`config.mk`:
```
export PLATFORM = sky130hd
export DESIGN_NAME = sorted_min_priority_queue_top
export DESIGN_NICKNAME = d
export VERILOG_FILES = /design/src/rtl/smpq_pkg.sv /design/src/rtl/sorted_min_priority_queue_top.sv /design/src/rtl/smpq_cell.sv
export SDC_FILE = /design/constraint.sdc
export NUM_CORES = 2
export LEC_CHECK = 0
export BUFFER_PORTS_ARGS = -buffer_cell sky130_fd_sc_hd__buf_4
export CORE_ASPECT_RATIO = 1.2
export CORE_MARGIN = 2
export CORE_UTILIZATION = 25
export DETAILED_ROUTE_END_ITERATION = 8
export PLACE_DENSITY = 0.36
export SLEW_MARGIN = 20
export SYNTH_ARGS = -nofsm -noshare
export SYNTH_HDL_FRONTEND = slang
export SYNTH_HIERARCHICAL = 1
export SYNTH_SLANG_ARGS = --single-unit
```
`constraint.sdc`:
```
create_clock -name clk -period 7.6 [get_ports clk]
set_clock_uncertainty 0.05 [all_clocks]
set_input_delay 1.14 -clock clk [delete_from_list [all_inputs] [get_ports clk]]
set_output_delay 1.14 -clock clk [all_outputs]
set_load 0.05 [all_outputs]
```
`src/rtl/smpq_pkg.sv`:
```
package smpq_pkg;

    localparam int DEF_CAPACITY = 16;
    localparam int VALUE_W      = 32;
    localparam int COUNT_OUT_W  = 5;

    localparam logic [1:0] MODE_PUSH  = 2'd0;
    localparam logic [1:0] MODE_POP   = 2'd1;
    localparam logic [1:0] MODE_CLEAR = 2'd2;

    localparam logic signed [VALUE_W-1:0] EMPTY_TOP = -32'sd1;

    typedef logic signed [VALUE_W-1:0] value_t;

    typedef struct packed {
        logic   push;
        logic   pop;
        value_t value;
    } cell_ctrl_t;

endpackage

```
`src/rtl/sorted_min_priority_queue_top.sv`:
```
// Channel  Transfer when      Ports
// -------  -----------------  ------------------------------------------------
// request  start && !busy    mode, value
// result   done              top_value, is_empty, entry_count, push_dropped
//
// One request per cycle; busy stays low. Every cell of the sorted row updates
// in the transfer cycle, and the result strobes done in the following cycle.
// Reset empties the queue at once; cell contents are held until overwritten.
// The result is shown for one cycle only; the receiver cannot stall it.
module sorted_min_priority_queue_top
    import smpq_pkg::*;
#(
    parameter int CAPACITY = DEF_CAPACITY
)
(
    input  logic                          clk,
    input  logic                          rst_n,
    input  logic                          start,
    output logic                          busy,
    input  logic [1:0]                    mode,
    input  logic signed [VALUE_W-1:0]     value,
    output logic                          done,
    output logic signed [VALUE_W-1:0]     top_value,
    output logic                          is_empty,
    output logic [COUNT_OUT_W-1:0]        entry_count,
    output logic                          push_dropped
);

    localparam int CNT_W = $clog2(CAPACITY + 1);

    logic [CNT_W-1:0] count_reg;
    logic [CNT_W-1:0] count_next;
    logic             done_reg;
    logic             dropped_reg;
    logic             dropped_next;
    logic             full;
    logic             accept;
    cell_ctrl_t       ctrl;

    value_t           cell_value [CAPACITY];
    logic [CAPACITY-1:0] cell_gt;

    assign busy   = 1'b0;
    assign accept = start && !busy;
    assign full   = (count_reg == CNT_W'(CAPACITY));

    assign ctrl.push  = accept && (mode == MODE_PUSH) && !full;
    assign ctrl.pop   = accept && (mode == MODE_POP) && (count_reg != '0);
    assign ctrl.value = value;

    always_comb
    begin
        count_next   = count_reg;
        dropped_next = 1'b0;
        if (accept)
        begin
            case (mode)
                MODE_PUSH:
                begin
                    if (full)
                    begin
                        dropped_next = 1'b1;
                    end
                    else
                    begin
                        count_next = count_reg + CNT_W'(1);
                    end
                end
                MODE_POP:
                begin
                    if (count_reg != '0)
                    begin
                        count_next = count_reg - CNT_W'(1);
                    end
                end
                MODE_CLEAR:
                begin
                    count_next = '0;
                end
                default:
                begin
                    count_next = count_reg;
                end
            endcase
        end
    end

    always_ff @(posedge clk or negedge rst_n)
    begin
        if (!rst_n)
        begin
            count_reg   <= '0;
            done_reg    <= 1'b0;
            dropped_reg <= 1'b0;
        end
        else
        begin
            count_reg   <= count_next;
            done_reg    <= accept;
            dropped_reg <= dropped_next;
        end
    end

    genvar i;
    generate
        for (i = 0; i < CAPACITY; i++)
        begin : g_cell
            value_t left_value;
            logic   left_gt;
            value_t right_value;

            if (i == 0)
            begin : g_first
                assign left_value = '0;
                assign left_gt    = 1'b0;
            end
            else
            begin : g_mid
                assign left_value = cell_value[i-1];
                assign left_gt    = cell_gt[i-1];
            end

            if (i == CAPACITY - 1)
            begin : g_last
                assign right_value = '0;
            end
            else
            begin : g_inner
                assign right_value = cell_value[i+1];
            end

            smpq_cell u_cell (
                .clk         (clk),
                .ctrl        (ctrl),
                .occupied    (count_reg > CNT_W'(i)),
                .left_value  (left_value),
                .left_gt     (left_gt),
                .right_value (right_value),
                .value       (cell_value[i]),
                .gt          (cell_gt[i])
            );
        end
    endgenerate

    assign done         = done_reg;
    assign is_empty     = (count_reg == '0);
    assign top_value    = (count_reg == '0) ? EMPTY_TOP : cell_value[0];
    assign entry_count  = COUNT_OUT_W'(count_reg);
    assign push_dropped = dropped_reg;

endmodule

```
`src/rtl/smpq_cell.sv`:
```
module smpq_cell
    import smpq_pkg::*;
(
    input  logic       clk,
    input  cell_ctrl_t ctrl,
    input  logic       occupied,
    input  value_t     left_value,
    input  logic       left_gt,
    input  value_t     right_value,
    output value_t     value,
    output logic       gt
);

    value_t value_reg;
    value_t value_next;

    assign gt    = !occupied || (value_reg > ctrl.value);
    assign value = value_reg;

    always_comb
    begin
        value_next = value_reg;
        if (ctrl.push && gt)
        begin
            if (left_gt)
            begin
                value_next = left_value;
            end
            else
            begin
                value_next = ctrl.value;
            end
        end
        else if (ctrl.pop)
        begin
            value_next = right_value;
        end
    end

    always_ff @(posedge clk)
    begin
        value_reg <= value_next;
    end

endmodule
```
After elaboration in Yosys (flattened, before gate mapping)
Index checks and enable logic that the tools add are counted.
{"block": "classes", "n_eq_ne": 5, "muxes": 54, "bitwise_logic": 0, "addsub": 2, "mul": 0, "magnitude_cmp": 32, "shift": 0, "div_mod_pow": 0, "reduce_logical": 74}
{"operator": "$mux W32", "n": 48}
{"operator": "$gt A32 B32 Y1", "n": 16}
{"operator": "$gt A5 B4 Y1 const B", "n": 8}
{"operator": "$reduce_bool A2 Y1", "n": 16}
{"operator": "$gt A5 B3 Y1 const B", "n": 4}
{"operator": "$logic_and A1 B1 Y1", "n": 20}
{"operator": "$logic_not A1 Y1", "n": 17}
{"operator": "$logic_or A1 B1 Y1", "n": 16}
{"operator": "$pmux W5 S3", "n": 1}
{"operator": "$gt A5 B1 Y1 const B", "n": 2}
{"operator": "$gt A5 B2 Y1 const B", "n": 2}
{"operator": "$mux W5", "n": 2}
{"operator": "$add A5 B1 Y5 const B", "n": 1}
{"operator": "$eq A5 B5 Y1 const B", "n": 1}
{"operator": "$logic_not A5 Y1", "n": 1}
{"operator": "$reduce_bool A5 Y1", "n": 1}
{"operator": "$sub A5 B1 Y5 const B", "n": 1}
{"operator": "$reduce_and A4 Y1", "n": 1}
{"operator": "$mux W1", "n": 3}
{"operator": "$reduce_bool A3 Y1", "n": 1}
{"operator": "$eq A2 B1 Y1 const B", "n": 1}
{"operator": "$eq A2 B2 Y1 const B", "n": 1}
{"operator": "$logic_not A2 Y1", "n": 1}
{"operator": "$ne A2 B1 Y1 const B", "n": 1}
{"operator": "$ne A2 B2 Y1 const B", "n": 1}
{"block": "totals", "register_bits": 519, "n_memories": 0, "ramBits": 0, "latch_bits": 0, "output_inout_bits": 41, "mem_bits_ro": 0, "input_bits": 37, "word_cells": 186}

Longest topological paths before layout
{"block": "depth", "depth_word": 5, "ltp_mapped": 14, "depth_no_buf": 12}

By module
Netlist, hierarchy kept.
{"module": "smpq_cell (g_cell[0].u_cell ...)", "area_each_um2": 2676.3, "cells_per_inst": 263, "instances": 15, "seq_area_each_um2": 960.9}
{"module": "smpq_cell (g_cell[15].u_cell)", "area_each_um2": 2651.3, "cells_per_inst": 261, "instances": 1, "seq_area_each_um2": 960.9}
{"module": "sorted_min_priority_queue_top", "area_each_um2": 939.7, "cells_per_inst": 131, "instances": 1, "seq_area_each_um2": 175.2}

Worst setup path after synthesis
OpenSTA, ideal clock, no wires.
{"block": "synth_path", "kind": "in2reg", "from": "input mode[0]", "to": "register g_cell[15].u_cell.value_reg[0], enable pin", "path_buffers": 1, "setup_time_ps": 375, "arrival_time_ps": 4202, "cell_stages": 8, "slack_ps": 2973, "path_cell_list": "inv_1 ha_1 nand2_1 a31oi_1 inv_1 o311ai_2 buf_6 or2_2"}
{"item": "start: declaration", "line": "sorted_min_priority_queue_top.sv:20", "text": "input logic [1:0] mode,"}
{"item": "end signal: assignment", "line": "smpq_cell.sv:42", "text": "value_reg <= value_next;"}
{"item": "end: declaration", "line": "smpq_cell.sv:14", "text": "value_t value_reg;"}

Worst setup path after layout
{"block": "layout_path", "from": "input value[31]", "to": "register g_cell[0].u_cell.value_reg[22], enable pin"}
{"block": "layout_via", "elab_chain_len": 4}
{"item": "start: declaration", "line": "sorted_min_priority_queue_top.sv:21", "text": "input logic signed [VALUE_W-1:0] value,"}
{"item": "$gt A32 B32 Y1", "line": "smpq_cell.sv:17", "text": "assign gt = !occupied || (value_reg > ctrl.value);"}
{"item": "$logic_or A1 B1 Y1", "line": "smpq_cell.sv:17"}
{"item": "$logic_and A1 B1 Y1", "line": "smpq_cell.sv:23", "text": "if (ctrl.push && gt)"}
{"item": "$reduce_bool A2 Y1 (no line)"}
{"item": "end signal: assignment", "line": "smpq_cell.sv:42"}
{"item": "end: declaration", "line": "smpq_cell.sv:14"}
Every way passes these cells.
A chain may end at the register's enable or synchronous reset.

==> impl.org <==
** Critical path
- CP endpoint kind :: flop
- The startpoint identified for the worst register-to-register timing path is entry_count[0].
- Library cell appearing most often on the critical path :: buf_4
- Data arrival time of the critical path :: 4.84 ns
- Crit path launch :: value[31]
- R2R cell count :: 9
- Worst-path cell with the longest stage delay :: or2_2
- Cells along the critical path :: buf_4 > inv_1 > ha_1 > nand4_1 > or4_4 > nor3_1 > o21ai_1 > o311ai_4 > buf_4 > or2_2
- Worst reg2reg setup slack :: 3.29 ns
- Delay contributed by the slowest stage of the critical path :: 0.81 ns
- Of all nets on the critical path, the largest fanout is 33.
- CP Launch Type :: input pin
- The most critical setup path has its endpoint at g_cell[0].u_cell/value[22].
- The endpoint identified for the worst register-to-register timing path is g_cell[13].u_cell/value[26].
- Data required time at the worst endpoint :: 7.82 ns
- Type of the worst setup path :: input pin to flop

** Global routing
- The first global-routing pass estimated 184000 µm of wire.
- Number of antenna violations at the first check in global routing :: 1
- For this run, the total global-route usage over all layers was measured as 0.132.
- The number of global-route vias before repair came to 31.2k.
- Entering global routing, the biggest net connects 64 pins.
- Global routing finished with a remaining overflow of 0.

** Clock network
- Post-CTS timing repair inserted 0 buffers for setup.
- Resized cells post-CTS :: 0
- After clock tree synthesis, the flow added hold-fix buffers numbering 0.
- CTS tree :: yes
- At the later pin of the worst-skew pair, clock insertion delay measures 0.65 ns.
- The root buffer cell chosen for the clock tree is clkbuf_16.
- CTS built an H-tree with a depth of 3.
- Count of clock tree sinks :: 519
- After clock tree synthesis, the clock-pin slew on the worst setup and hold paths is 0.06 ns.
- Number of clock buffers inserted by TritonCTS :: 75
- Counting along the longest clock path gives a buffer depth of 3.

** Timing
- Setup violations remaining at the end of the flow were counted as 0.
- Headroom to the max-slew limit came out at 0.216.
- Achievable Freq :: 216 MHz
- Final number of hold-violating endpoints :: 0
- Final worst path period need :: 4.62 ns
- The final max-slew violation count came to 0.
- Transition time of the tightest slew-check pin :: 1.16 ns
- The tightest hold path in the finished design has a slack of 0.249 ns.
- Unrepaired setup endpoints after global routing :: false
- Period Utilization, post-route :: 0.608
- Setup total negative slack on the finished layout was measured at 0 ns.

** Run status
- Result of the run :: completed

** Routing
- Wire length reported by the detailed router :: 119000 µm
- After the first detailed-routing iteration, the DRC count stood at 1679.
- Once detail routing completed, the nets flagged for antenna violations numbered 0.
- Vias per cell :: 4.45
- Total number of vias :: 30.1k
- Number of detailed-route iterations in the first pass :: 5
- Average wire per cell in the routed design :: 17.6 µm
- After detailed routing, the number of remaining DRC violations is 0.

** Place
- Post-DP HPWL :: 95800 µm
- Count of input and output buffers :: 76
- Final estimated routing congestion in global placement :: 0.791

** Hold path
- The path class of the tightest hold or removal check is input pin to asynchronous set/reset pin.

** Floorplan
- Placeable core region :: 174000 µm²
- The floorplan step set the die width to 386 µm.
- Number of top-level design ports :: 78
- For this configuration, the core starts out at a cell density of 0.251.
- The die is 462 µm tall.
- Row generation in the floorplan step produced 168 rows.
- Area of the die :: 178000 µm²

** Yosys
- Synthesis Warnings :: 6
- The synthesized netlist occupies a cell area of 43700 µm².
- Average cell area after synthesis :: 10.1 µm²
- Synthesis produced 4333 cells.

** Final layout
- Fraction of layout instances using a drive strength above 1 :: 0.195
- Compared with the post-synthesis result, the final layout area differs by 11.8%.
- The final layout contains 4976 nets.
- Antenna diodes :: 0
- The register with the most flip-flops in the layout has 512 of them.

** Power and ir drop
- Share of total power in sequential cells :: 0.341
- The share of total power dissipated in combinational logic is 0.406.
- Power density normalized to cell area :: 265 nW/µm²
- Share of total power consumed by net switching :: 0.376
- In this run the static leakage power is 0.0216 µW.
- Clock group share of total power :: 0.252
- Internal power :: 8080 µW
- Peak VDD IR :: 0.148 mV
- The analysis attributes to net switching a power of 4870 µW.

** Job
- Max-capacitance violation count :: 0
## critical path: cells and delay by family
family,cells,cell delay (ns)
AND/OR/NAND/NOR,4,2.02
AO/OA/AOI/OAI,2,0.28
buffers and inverters,3,0.93
adder cells (fa/ha/maj),1,0.43
## cell usage in the layout, fill, tap and decap left out, types with 17 or more instances in the layout
cell type and count:
nand2_1 650, o21ai_0 576, inv_1 569, ha_1 521, edfxtp_1 512, mux2_4 465, a21oi_1 259, nand4_1 128
buf_4 110, clkbuf_16 79, conb_1 66, mux2_2 64, nand3_1 52, nor3_1 49, or2_2 48, o211ai_1 32
clkbuf_1 27, nor2b_1 18, clkinv_1 18, or3_1 17
## metal layers
| metal | GRT usage | vias up | share of wire |
|---|---|---|---|
| met5 | 0 | - | 0 |
| met1 | 0.179 | 13900 | 0.49 |
| li1 | - | 15700 | - |
| met4 | 0.0350 | 0 | 0.026 |
| met2 | 0.221 | 386 | 0.46 |
| met3 | 0.0171 | 140 | 0.029 |
## stage by stage
step	util	std cells	cell area [µm²]	worst slack, ns	power, µW
finish	0.280	6768	48900	2.98	13000
floorplan	-	4398	43900	2.97	8360
global route	0.280	6768	48900	2.74	14000
detailed placement	0.268	6635	46600	2.16	9810
global placement	0.268	6635	46600	2.19	9780
CTS	0.280	6767	48800	2.89	13200
## area by class of cell
class                           count  area [µm²]
Inverter                          569        2140
Tap cell                         2295        2870
Clock inverter                     26         111
Multi-Input combinational cell   3142       25300
Clock buffer                      106        2080
Fill cell                       18300      125000
Sequential cell                   519       15500
Timing Repair Buffer              111         837
## power by group through the flow
stage	Clock (µW)	Sequential [µW]	Combinational, µW
CTS	3430	4430	5340
floorplan	0	4290	4070
global placement	0	4480	5300
detailed placement	0	4490	5310
finish	3270	4420	5260
global route	3520	4500	5950
## worst min path at each step
stage	slack [ns]	end	cells after the start
global placement	0.53	g_cell[14].u_cell/value[13]	1
detailed placement	0.53	g_cell[14].u_cell/value[0]	1
finish	0.25	done	1
CTS	0.18	done	1
floorplan	0.50	g_cell[14].u_cell/value[0]	1
global route	0.20	push_dropped	1
Power figures use the tool's default switching activity.
